File: config.mk
export PLATFORM = sky130hd
export DESIGN_NAME = indexed_sequence_list_top
export DESIGN_NICKNAME = d
export VERILOG_FILES = /design/src/hdl/isl_pkg.sv /design/src/hdl/isl_cell.sv /design/src/hdl/isl_reduce.sv /design/src/hdl/indexed_sequence_list_top.sv
export SDC_FILE = /design/constraint.sdc
export NUM_CORES = 2
export LEC_CHECK = 0
export BUFFER_PORTS_ARGS = -buffer_cell sky130_fd_sc_hd__buf_2
export CAP_MARGIN = 10
export CORE_MARGIN = 5
export CORE_UTILIZATION = 58
export DETAILED_ROUTE_END_ITERATION = 8
export HOLD_SLACK_MARGIN = 0.15
export PLACE_DENSITY_LB_ADDON = 0.25
export SYNTH_ARGS = -nofsm -noshare
export SYNTH_HDL_FRONTEND = slang
export SYNTH_HIERARCHICAL = 1
export SYNTH_SLANG_ARGS = --single-unit
File: constraint.sdc
create_clock -name aclk -period 10.4 [get_ports aclk]
set_clock_uncertainty 0.1 [all_clocks]
set_input_delay 0 -clock aclk [delete_from_list [all_inputs] [get_ports aclk]]
set_output_delay 0 -clock aclk [all_outputs]
set_load 0.02 [all_outputs]
File: src/hdl/isl_pkg.sv
// ----------------------------------------------------------------------------
// isl_pkg
// Shared types and codes for the indexed sequence list: operation codes,
// status codes, controller states and the per-cell control bundle.
// ----------------------------------------------------------------------------
package isl_pkg;

    // Operation codes carried by s_func
    localparam logic [1:0] OP_INSERT    = 2'd0;
    localparam logic [1:0] OP_REMOVE    = 2'd1;
    localparam logic [1:0] OP_OVERWRITE = 2'd2;
    localparam logic [1:0] OP_READ      = 2'd3;

    // Status codes reported on m_status
    localparam logic [1:0] STAT_OK    = 2'd0;
    localparam logic [1:0] STAT_EMPTY = 2'd1;
    localparam logic [1:0] STAT_FULL  = 2'd2;

    // Controller states
    typedef enum logic {
        ST_IDLE,
        ST_BUSY
    } state_t;

    // Control broadcast to every cell of the chain
    typedef struct packed {
        logic load;    // a transfer is taken this cycle
        logic ins;     // shift toward the tail and place the new word
        logic rem;     // shift toward the head over the target
        logic wr;      // overwrite the target
        logic rd;      // capture the target without change
    } cell_ctl_t;

endpackage

File: src/hdl/isl_cell.sv
// ----------------------------------------------------------------------------
// isl_cell
// One storage cell of the list chain. Holds one word, takes its left or
// right neighbor on a shift, and captures its word into a tap on a hit.
// ----------------------------------------------------------------------------
module isl_cell
    import isl_pkg::*;
#(
    parameter int DATA_WIDTH = 32,
    parameter int CMP_W      = 5,
    parameter int INDEX      = 0
) (
    input  logic                  aclk,
    input  cell_ctl_t             ctl,
    input  logic [CMP_W-1:0]      eff_pos,
    input  logic [DATA_WIDTH-1:0] word,
    input  logic [DATA_WIDTH-1:0] left_data,
    input  logic [DATA_WIDTH-1:0] right_data,
    output logic [DATA_WIDTH-1:0] data,
    output logic [DATA_WIDTH-1:0] tap
);

    localparam logic [CMP_W-1:0] IDX = CMP_W'(INDEX);

    logic [DATA_WIDTH-1:0] data_reg;
    logic [DATA_WIDTH-1:0] data_next;
    logic [DATA_WIDTH-1:0] tap_reg;
    logic [DATA_WIDTH-1:0] tap_next;
    logic                  hit;
    logic                  above;

    assign hit   = (IDX == eff_pos);
    assign above = (IDX > eff_pos);

    // Select the next word: shift, write or hold
    always_comb begin
        data_next = data_reg;
        if (ctl.ins) begin
            if (above) begin
                data_next = left_data;
            end else if (hit) begin
                data_next = word;
            end
        end else if (ctl.rem) begin
            if (hit || above) begin
                data_next = right_data;
            end
        end else if (ctl.wr) begin
            if (hit) begin
                data_next = word;
            end
        end
    end

    // On a transfer, capture the old word on a hit for remove and read, zero otherwise
    always_comb begin
        tap_next = tap_reg;
        if (ctl.load) begin
            tap_next = ((ctl.rem || ctl.rd) && hit) ? data_reg : '0;
        end
    end

    always_ff @(posedge aclk) begin
        data_reg <= data_next;
        tap_reg  <= tap_next;
    end

    assign data = data_reg;
    assign tap  = tap_reg;

endmodule

File: src/hdl/isl_reduce.sv
// ----------------------------------------------------------------------------
// isl_reduce
// Merge the cell taps into one word. At most one tap is nonzero, so an OR
// over all taps yields the removed or read word.
// ----------------------------------------------------------------------------
module isl_reduce #(
    parameter int DEPTH      = 16,
    parameter int DATA_WIDTH = 32
) (
    input  logic [DEPTH-1:0][DATA_WIDTH-1:0] taps,
    output logic [DATA_WIDTH-1:0]            word
);

    // OR the taps together
    always_comb begin
        word = '0;
        for (int i = 0; i < DEPTH; i++) begin
            word = word | taps[i];
        end
    end

endmodule

File: src/hdl/indexed_sequence_list_top.sv
// ----------------------------------------------------------------------------
// indexed_sequence_list_top
// Ordered list of up to DEPTH words with insert, remove, overwrite and read
// at a position, built as a shifting chain of cells.
// ----------------------------------------------------------------------------
// For each item, in the cycle of the input transfer every cell shifts,
// writes or holds at once and the target cell captures its old word into
// its tap; then, once the output register is free, the taps are merged
// into the output register. The input is not ready while an item is in
// flight, but is ready again while that result waits to be taken. Positions
// at or past the end mean the end. No clearing pass is needed after reset:
// only the count is reset, and cells beyond it are never read.
module indexed_sequence_list_top
    import isl_pkg::*;
#(
    parameter int DEPTH      = 16,
    parameter int DATA_WIDTH = 32
) (
    input  logic        aclk,
    input  logic        aresetn,
    input  logic        s_valid,
    output logic        s_ready,
    input  logic [1:0]  s_func,
    input  logic [4:0]  s_position,
    input  logic [31:0] s_word_in,
    output logic        m_valid,
    input  logic        m_ready,
    output logic [31:0] m_word_out,
    output logic [1:0]  m_status,
    output logic [4:0]  m_count,
    output logic        m_is_empty
);

    localparam int CNT_W = $clog2(DEPTH + 1);
    localparam int CMP_W = (CNT_W > 5) ? CNT_W : 5;
    localparam logic [CNT_W-1:0] FULL_CNT = CNT_W'(DEPTH);

    state_t                          state_reg;
    state_t                          state_next;
    logic [CNT_W-1:0]                count_reg;
    logic [CNT_W-1:0]                count_next;
    logic [1:0]                      pend_status_reg;
    logic [1:0]                      pend_status_next;
    logic                            m_valid_reg;
    logic [31:0]                     m_word_out_reg;
    logic [1:0]                      m_status_reg;
    logic [4:0]                      m_count_reg;
    logic                            m_is_empty_reg;
    logic                            s_fire;
    logic                            out_load;
    logic                            is_full;
    logic                            is_void;
    logic [CMP_W-1:0]                pos_x;
    logic [CMP_W-1:0]                cnt_x;
    logic [CMP_W-1:0]                last_x;
    logic [CMP_W-1:0]                eff_pos;
    logic [DATA_WIDTH-1:0]           word_d;
    logic [DATA_WIDTH-1:0]           red_word;
    logic [DEPTH-1:0][DATA_WIDTH-1:0] cell_data;
    logic [DEPTH-1:0][DATA_WIDTH-1:0] cell_tap;
    cell_ctl_t                       ctl;

    assign s_fire  = s_valid && s_ready;
    assign is_full = (count_reg == FULL_CNT);
    assign is_void = (count_reg == '0);
    assign word_d  = DATA_WIDTH'(s_word_in);

    // Clamp the position to the end of the held words
    assign pos_x  = CMP_W'(s_position);
    assign cnt_x  = CMP_W'(count_reg);
    assign last_x = cnt_x - CMP_W'(1);
    always_comb begin
        if (s_func == OP_INSERT) begin
            eff_pos = (pos_x > cnt_x) ? cnt_x : pos_x;
        end else begin
            eff_pos = (pos_x > last_x) ? last_x : pos_x;
        end
    end

    // Decode the operation into cell controls
    always_comb begin
        ctl.load = s_fire;
        ctl.ins  = s_fire && (s_func == OP_INSERT) && !is_full;
        ctl.rem  = s_fire && (s_func == OP_REMOVE) && !is_void;
        ctl.wr   = s_fire && (s_func == OP_OVERWRITE) && !is_void;
        ctl.rd   = s_fire && (s_func == OP_READ) && !is_void;
    end

    // Chain of cells
    for (genvar i = 0; i < DEPTH; i++) begin : g_cell
        logic [DATA_WIDTH-1:0] left_d;
        logic [DATA_WIDTH-1:0] right_d;

        if (i == 0) begin : g_head
            assign left_d = '0;
        end else begin : g_left
            assign left_d = cell_data[i-1];
        end

        if (i == DEPTH - 1) begin : g_tail
            assign right_d = '0;
        end else begin : g_right
            assign right_d = cell_data[i+1];
        end

        isl_cell #(
            .DATA_WIDTH (DATA_WIDTH),
            .CMP_W      (CMP_W),
            .INDEX      (i)
        ) u_cell (
            .aclk       (aclk),
            .ctl        (ctl),
            .eff_pos    (eff_pos),
            .word       (word_d),
            .left_data  (left_d),
            .right_data (right_d),
            .data       (cell_data[i]),
            .tap        (cell_tap[i])
        );
    end

    isl_reduce #(
        .DEPTH      (DEPTH),
        .DATA_WIDTH (DATA_WIDTH)
    ) u_reduce (
        .taps (cell_tap),
        .word (red_word)
    );

    // Controller: next state, count and status
    always_comb begin
        state_next       = state_reg;
        count_next       = count_reg;
        pend_status_next = pend_status_reg;
        out_load         = 1'b0;
        s_ready          = 1'b0;
        case (state_reg)
            ST_IDLE: begin
                s_ready = 1'b1;
                if (s_fire) begin
                    state_next = ST_BUSY;
                    if (s_func == OP_INSERT) begin
                        if (is_full) begin
                            pend_status_next = STAT_FULL;
                        end else begin
                            pend_status_next = STAT_OK;
                            count_next       = count_reg + CNT_W'(1);
                        end
                    end else if (is_void) begin
                        pend_status_next = STAT_EMPTY;
                    end else begin
                        pend_status_next = STAT_OK;
                        if (s_func == OP_REMOVE) begin
                            count_next = count_reg - CNT_W'(1);
                        end
                    end
                end
            end
            ST_BUSY: begin
                if (!m_valid_reg || m_ready) begin
                    out_load   = 1'b1;
                    state_next = ST_IDLE;
                end
            end
            default: begin
                state_next = ST_IDLE;
            end
        endcase
    end

    always_ff @(posedge aclk) begin
        if (!aresetn) begin
            state_reg <= ST_IDLE;
            count_reg <= '0;
        end else begin
            state_reg <= state_next;
            count_reg <= count_next;
        end
    end

    always_ff @(posedge aclk) begin
        pend_status_reg <= pend_status_next;
    end

    // Output register: load a finished result, drop it on transfer
    always_ff @(posedge aclk) begin
        if (!aresetn) begin
            m_valid_reg <= 1'b0;
        end else if (out_load) begin
            m_valid_reg <= 1'b1;
        end else if (m_ready) begin
            m_valid_reg <= 1'b0;
        end
    end

    always_ff @(posedge aclk) begin
        if (out_load) begin
            m_word_out_reg <= 32'(red_word);
            m_status_reg   <= pend_status_reg;
            m_count_reg    <= 5'(count_reg);
            m_is_empty_reg <= (count_reg == '0);
        end
    end

    assign m_valid    = m_valid_reg;
    assign m_word_out = m_word_out_reg;
    assign m_status   = m_status_reg;
    assign m_count    = m_count_reg;
    assign m_is_empty = m_is_empty_reg;

    // Checks
    a_count_bound: assert property (@(posedge aclk) disable iff (!aresetn)
        count_reg <= FULL_CNT)
        else $error("held count exceeds depth");

    a_fire_busy: assert property (@(posedge aclk) disable iff (!aresetn)
        s_fire |=> (state_reg == ST_BUSY) && !s_ready)
        else $error("input taken while an item is in flight");

    a_insert_grow: assert property (@(posedge aclk) disable iff (!aresetn)
        (s_fire && (s_func == OP_INSERT) && !is_full)
        |=> (count_reg == $past(count_reg) + CNT_W'(1)))
        else $error("insert did not grow the list");

    a_empty_status: assert property (@(posedge aclk) disable iff (!aresetn)
        (s_fire && is_void && (s_func != OP_INSERT))
        |=> (pend_status_reg == STAT_EMPTY) && (count_reg == '0))
        else $error("operation on empty list not flagged");

    a_load_hold: assert property (@(posedge aclk) disable iff (!aresetn)
        out_load |-> (!m_valid_reg || m_ready))
        else $error("output register overwritten while stalled");

endmodule
==> results_dict.tcl <==
set metrics [dict create \
    insertion_delay_ns 0.72 \
    tritoncts "done" \
    power.density_nw_per_um2 192.9 \
    post-route-cell-area_um2 68370 \
    drc_errors 0 \
    yosys-top-cells-area "edfxtp_1 50%, a211oi_1 5.9%, and2_1 5.1%" \
    grt_pass1_wl_um 302800 \
    seq_area_frac_synth 0.5048 \
    hold_depth 0 \
    final-hold-violation-count 0 \
    cts_max_level 3 \
    post_cts_buffers 0 \
    drt-initial-drc-count 7964 \
    crit_fanout 65 \
    setup_violations 0 \
    floorplan.die_area_um2 116500 \
    cp.required_ns 10.87 \
    cts_sinks 1073 \
    timing.max_cap.violations 0 \
    worst_ep_arrival_time_ns 7.37 \
    max-vdd-ir-drop_mv 0.1475 \
    ff_latch_area_um2 32150 \
    maxClockFrequency_ghz 0.1449 \
    final-max-slew-violation-count 0 \
    hold_start "pend_status_reg[1]" \
    total_clock_buffers_created_by_cts 117 \
    hp-class "reg2reg" \
    layout.nets 5755 \
    syn_inst 5876 \
    status "completed" \
    worstReg2RegStart "cnt_x[0]" \
    reg2regPathDepth 15 \
    rsz0062_at_grt "no" \
    grt_pass1_vias 48510 \
    fraction_of_post_synthesis_cell_area_in_the_top_cell_type_by_area 0.5026 \
    number_of_placement_rows 121 \
    timing.slew.headroom 0.07629 \
    fp.coreArea_um2 109000 \
    boundaryPins 85 \
    gp_congestion 0.8533 \
    fill_cells 8735 \
    fp.dieW_um 341.4 \
    synth_edf_count 1066 \
    synth_top_cell_by_area "edfxtp_1" \
    worstHoldEndpoint "m_status[1]" \
    power.static_leakage_nw 23.53 \
    final_period_minus_worst_setup_slack_ns 6.901 \
    mappedNetlistArea_um2 63690 \
    synth-async-reset-ratio 0 \
    placedInstanceArea_um2 64230 \
    worstSetupStartpointType "register" \
    routed_wl_um 202100 \
    path_class "reg2reg" \
    detail_route.wl_per_cell_um 28.02 \
    synth.top_cells.by_count "1,066 x edfxtp_1, 516 x and2_1, 497 x a211oi_1" \
    cts_max_path_buffers 3 \
    prevailing_post_synth_register_cell "edfxtp_1" \
    global_route.usage.total 0.3307 \
    worstMarginPinSlew_ns 1.373 \
    dr.pass1.iters 6 \
    ant_nets 0 \
    initial_core_util 0.5843 \
    vias_per_cell 7.216 \
    setup-tns-final_ns 0 \
    largest_net_degree_at_the_start_of_global_routing 241 \
    cts-resized-gates 0 \
    multiInputGateArea_um2 28530 \
    ff2ff_setup_slack_ns 3.50 \
    synth_most_common_cell "edfxtp_1" \
    area.growth.synth_to_final_pct 7.346 \
    layout_worst_path_cycle_share 0.6635 \
    root_buffer "clkbuf_16" \
    avgSynthCellArea_um2 10.84 \
    cts_hold_buffers 41 \
    die-height_um 341.4 \
    yosys_register_bits 1073 \
    timing.rr.end "g_cell[15].u_cell/tap[5]" \
    synth.yosys.warnings 6 \
    clkSlewWorstSetupHoldPaths_ns 0.06 \
    grt_overflow_total 0 \
    drive_gt1_frac 0.1203 \
    routed-via-count 52040 \
    post_synth_num_cell_types 96 \
    place_hpwl_um 122400 \
    grt_antenna_before_repair 6 \
    port_buffers 84 \
    end_kind "register" \
]
-- cells in the final DEF (no fill, tap or decap), types with 27 or more instances in the layout --
cell type / n
a31o_2: 31
mux2_1: 32
clkinv_2: 27
o2bb2ai_1: 31
a221oi_1: 34
o21ai_0: 408
o221ai_1: 38
buf_2: 87
clkinv_1: 35
a211oi_1: 497
mux2i_1: 101
dlygate4sd3_1: 41
o211ai_1: 36
clkbuf_16: 120
a21oi_1: 79
o32ai_2: 31
nand4_1: 35
o211ai_2: 30
nor2_1: 254
conb_1: 32
o31a_1: 32
and3_1: 164
nor2b_1: 333
a21o_1: 97
o31ai_1: 27
o22ai_1: 192
nor4_1: 124
buf_4: 110
a31oi_1: 96
nand2_1: 238
o21ai_1: 49
mux2_2: 68
nor3b_1: 43
edfxtp_1: 1066
inv_1: 106
a21boi_1: 30
o32ai_1: 257
and2_1: 514
mux2_4: 27
-- per-stage QoR --
stage	setup slack, ns	utilization	total power [mW]	hold WS (ns)	instances
2_1_floorplan	1.581	-	8.056	0.03571	5907
3_3_place_gp	3.954	0.5893	8.911	0.1643	6951
3_5_place_dp	3.771	0.5893	9.022	0.1591	6951
4_1_cts	3.697	0.6269	13.09	0.2580	7207
5_1_grt	3.303	0.6271	13.59	0.3011	7210
6_report	3.499	0.6272	13.19	0.3177	7212
-- routing by layer --
layer | part of all wire | vias up | track usage
li1 | - | 22550 | -
met1 | 0.40 | 25340 | 0.4788
met2 | 0.44 | 3679 | 0.4973
met3 | 0.14 | 481 | 0.07778
met4 | 0.029 | 0 | 0.1041
met5 | 0 | - | 0
-- how the worst max path moves through the flow --
stage | from | to | slack [ns] | cells after the start
2_1_floorplan | state_reg | g_cell[0].u_cell/tap[0] | 1.58 | 2
3_3_place_gp | cnt_x[0] | g_cell[15].u_cell/tap[6] | 3.95 | 15
3_5_place_dp | cnt_x[0] | g_cell[15].u_cell/tap[5] | 3.77 | 15
4_1_cts | cnt_x[0] | g_cell[15].u_cell/tap[5] | 3.70 | 15
5_1_grt | cnt_x[0] | g_cell[15].u_cell/tap[7] | 3.30 | 15
6_report | cnt_x[0] | g_cell[15].u_cell/tap[5] | 3.50 | 15
-- logic make-up (layout without fill, tap and decap cells) --
group | count (synthesis) | count (layout) | share of synthesized area
adders and majority gates | 12 | 12 | 0.002357
and+or+nand+nor | 1833 | 1833 | 0.1670
xor gates and xnor gates | 4 | 4 | 0.0005502
AOI/OAI and AO/OA | 2047 | 2047 | 0.2325
DFF | 1073 | 1073 | 0.5048
muxes | 228 | 228 | 0.03992
other | 1 | 34 | 0.00005888
buffers and inverters | 678 | 567 | 0.05275
-- layout make-up --
cell class              instances  area share
clock buffers                 134     0.04469
diodes                          2  0.00007321
clock inverters                81    0.009352
repair buffers                245     0.02650
flip-flops and latches       1073      0.4703
well taps                    1414     0.02588
multi-input cells            4156      0.4173
inverters                     107    0.005930
-- power by group --
group          internal, mW  switching [mW]
Sequential             5.21           0.299
Combinational          1.16            2.41
Clock                  2.31            1.79
-- critical path, stage by stage (launching register included) --
cell and delay (ns):
dfxtp_1 0.35, inv_1 0.18, ha_1 0.34, nor4b_2 0.57, nor2_1 0.15, ha_1 0.35
a21oi_1 0.22, o221ai_1 0.26, a22oi_1 0.35, a221o_4 0.52, buf_4 0.58, and4b_2 0.32
buf_4 0.58, nand2_4 0.51, nor2_2 1.06, and2_1 0.26
No activity file was read; power rests on OpenSTA's default activity.
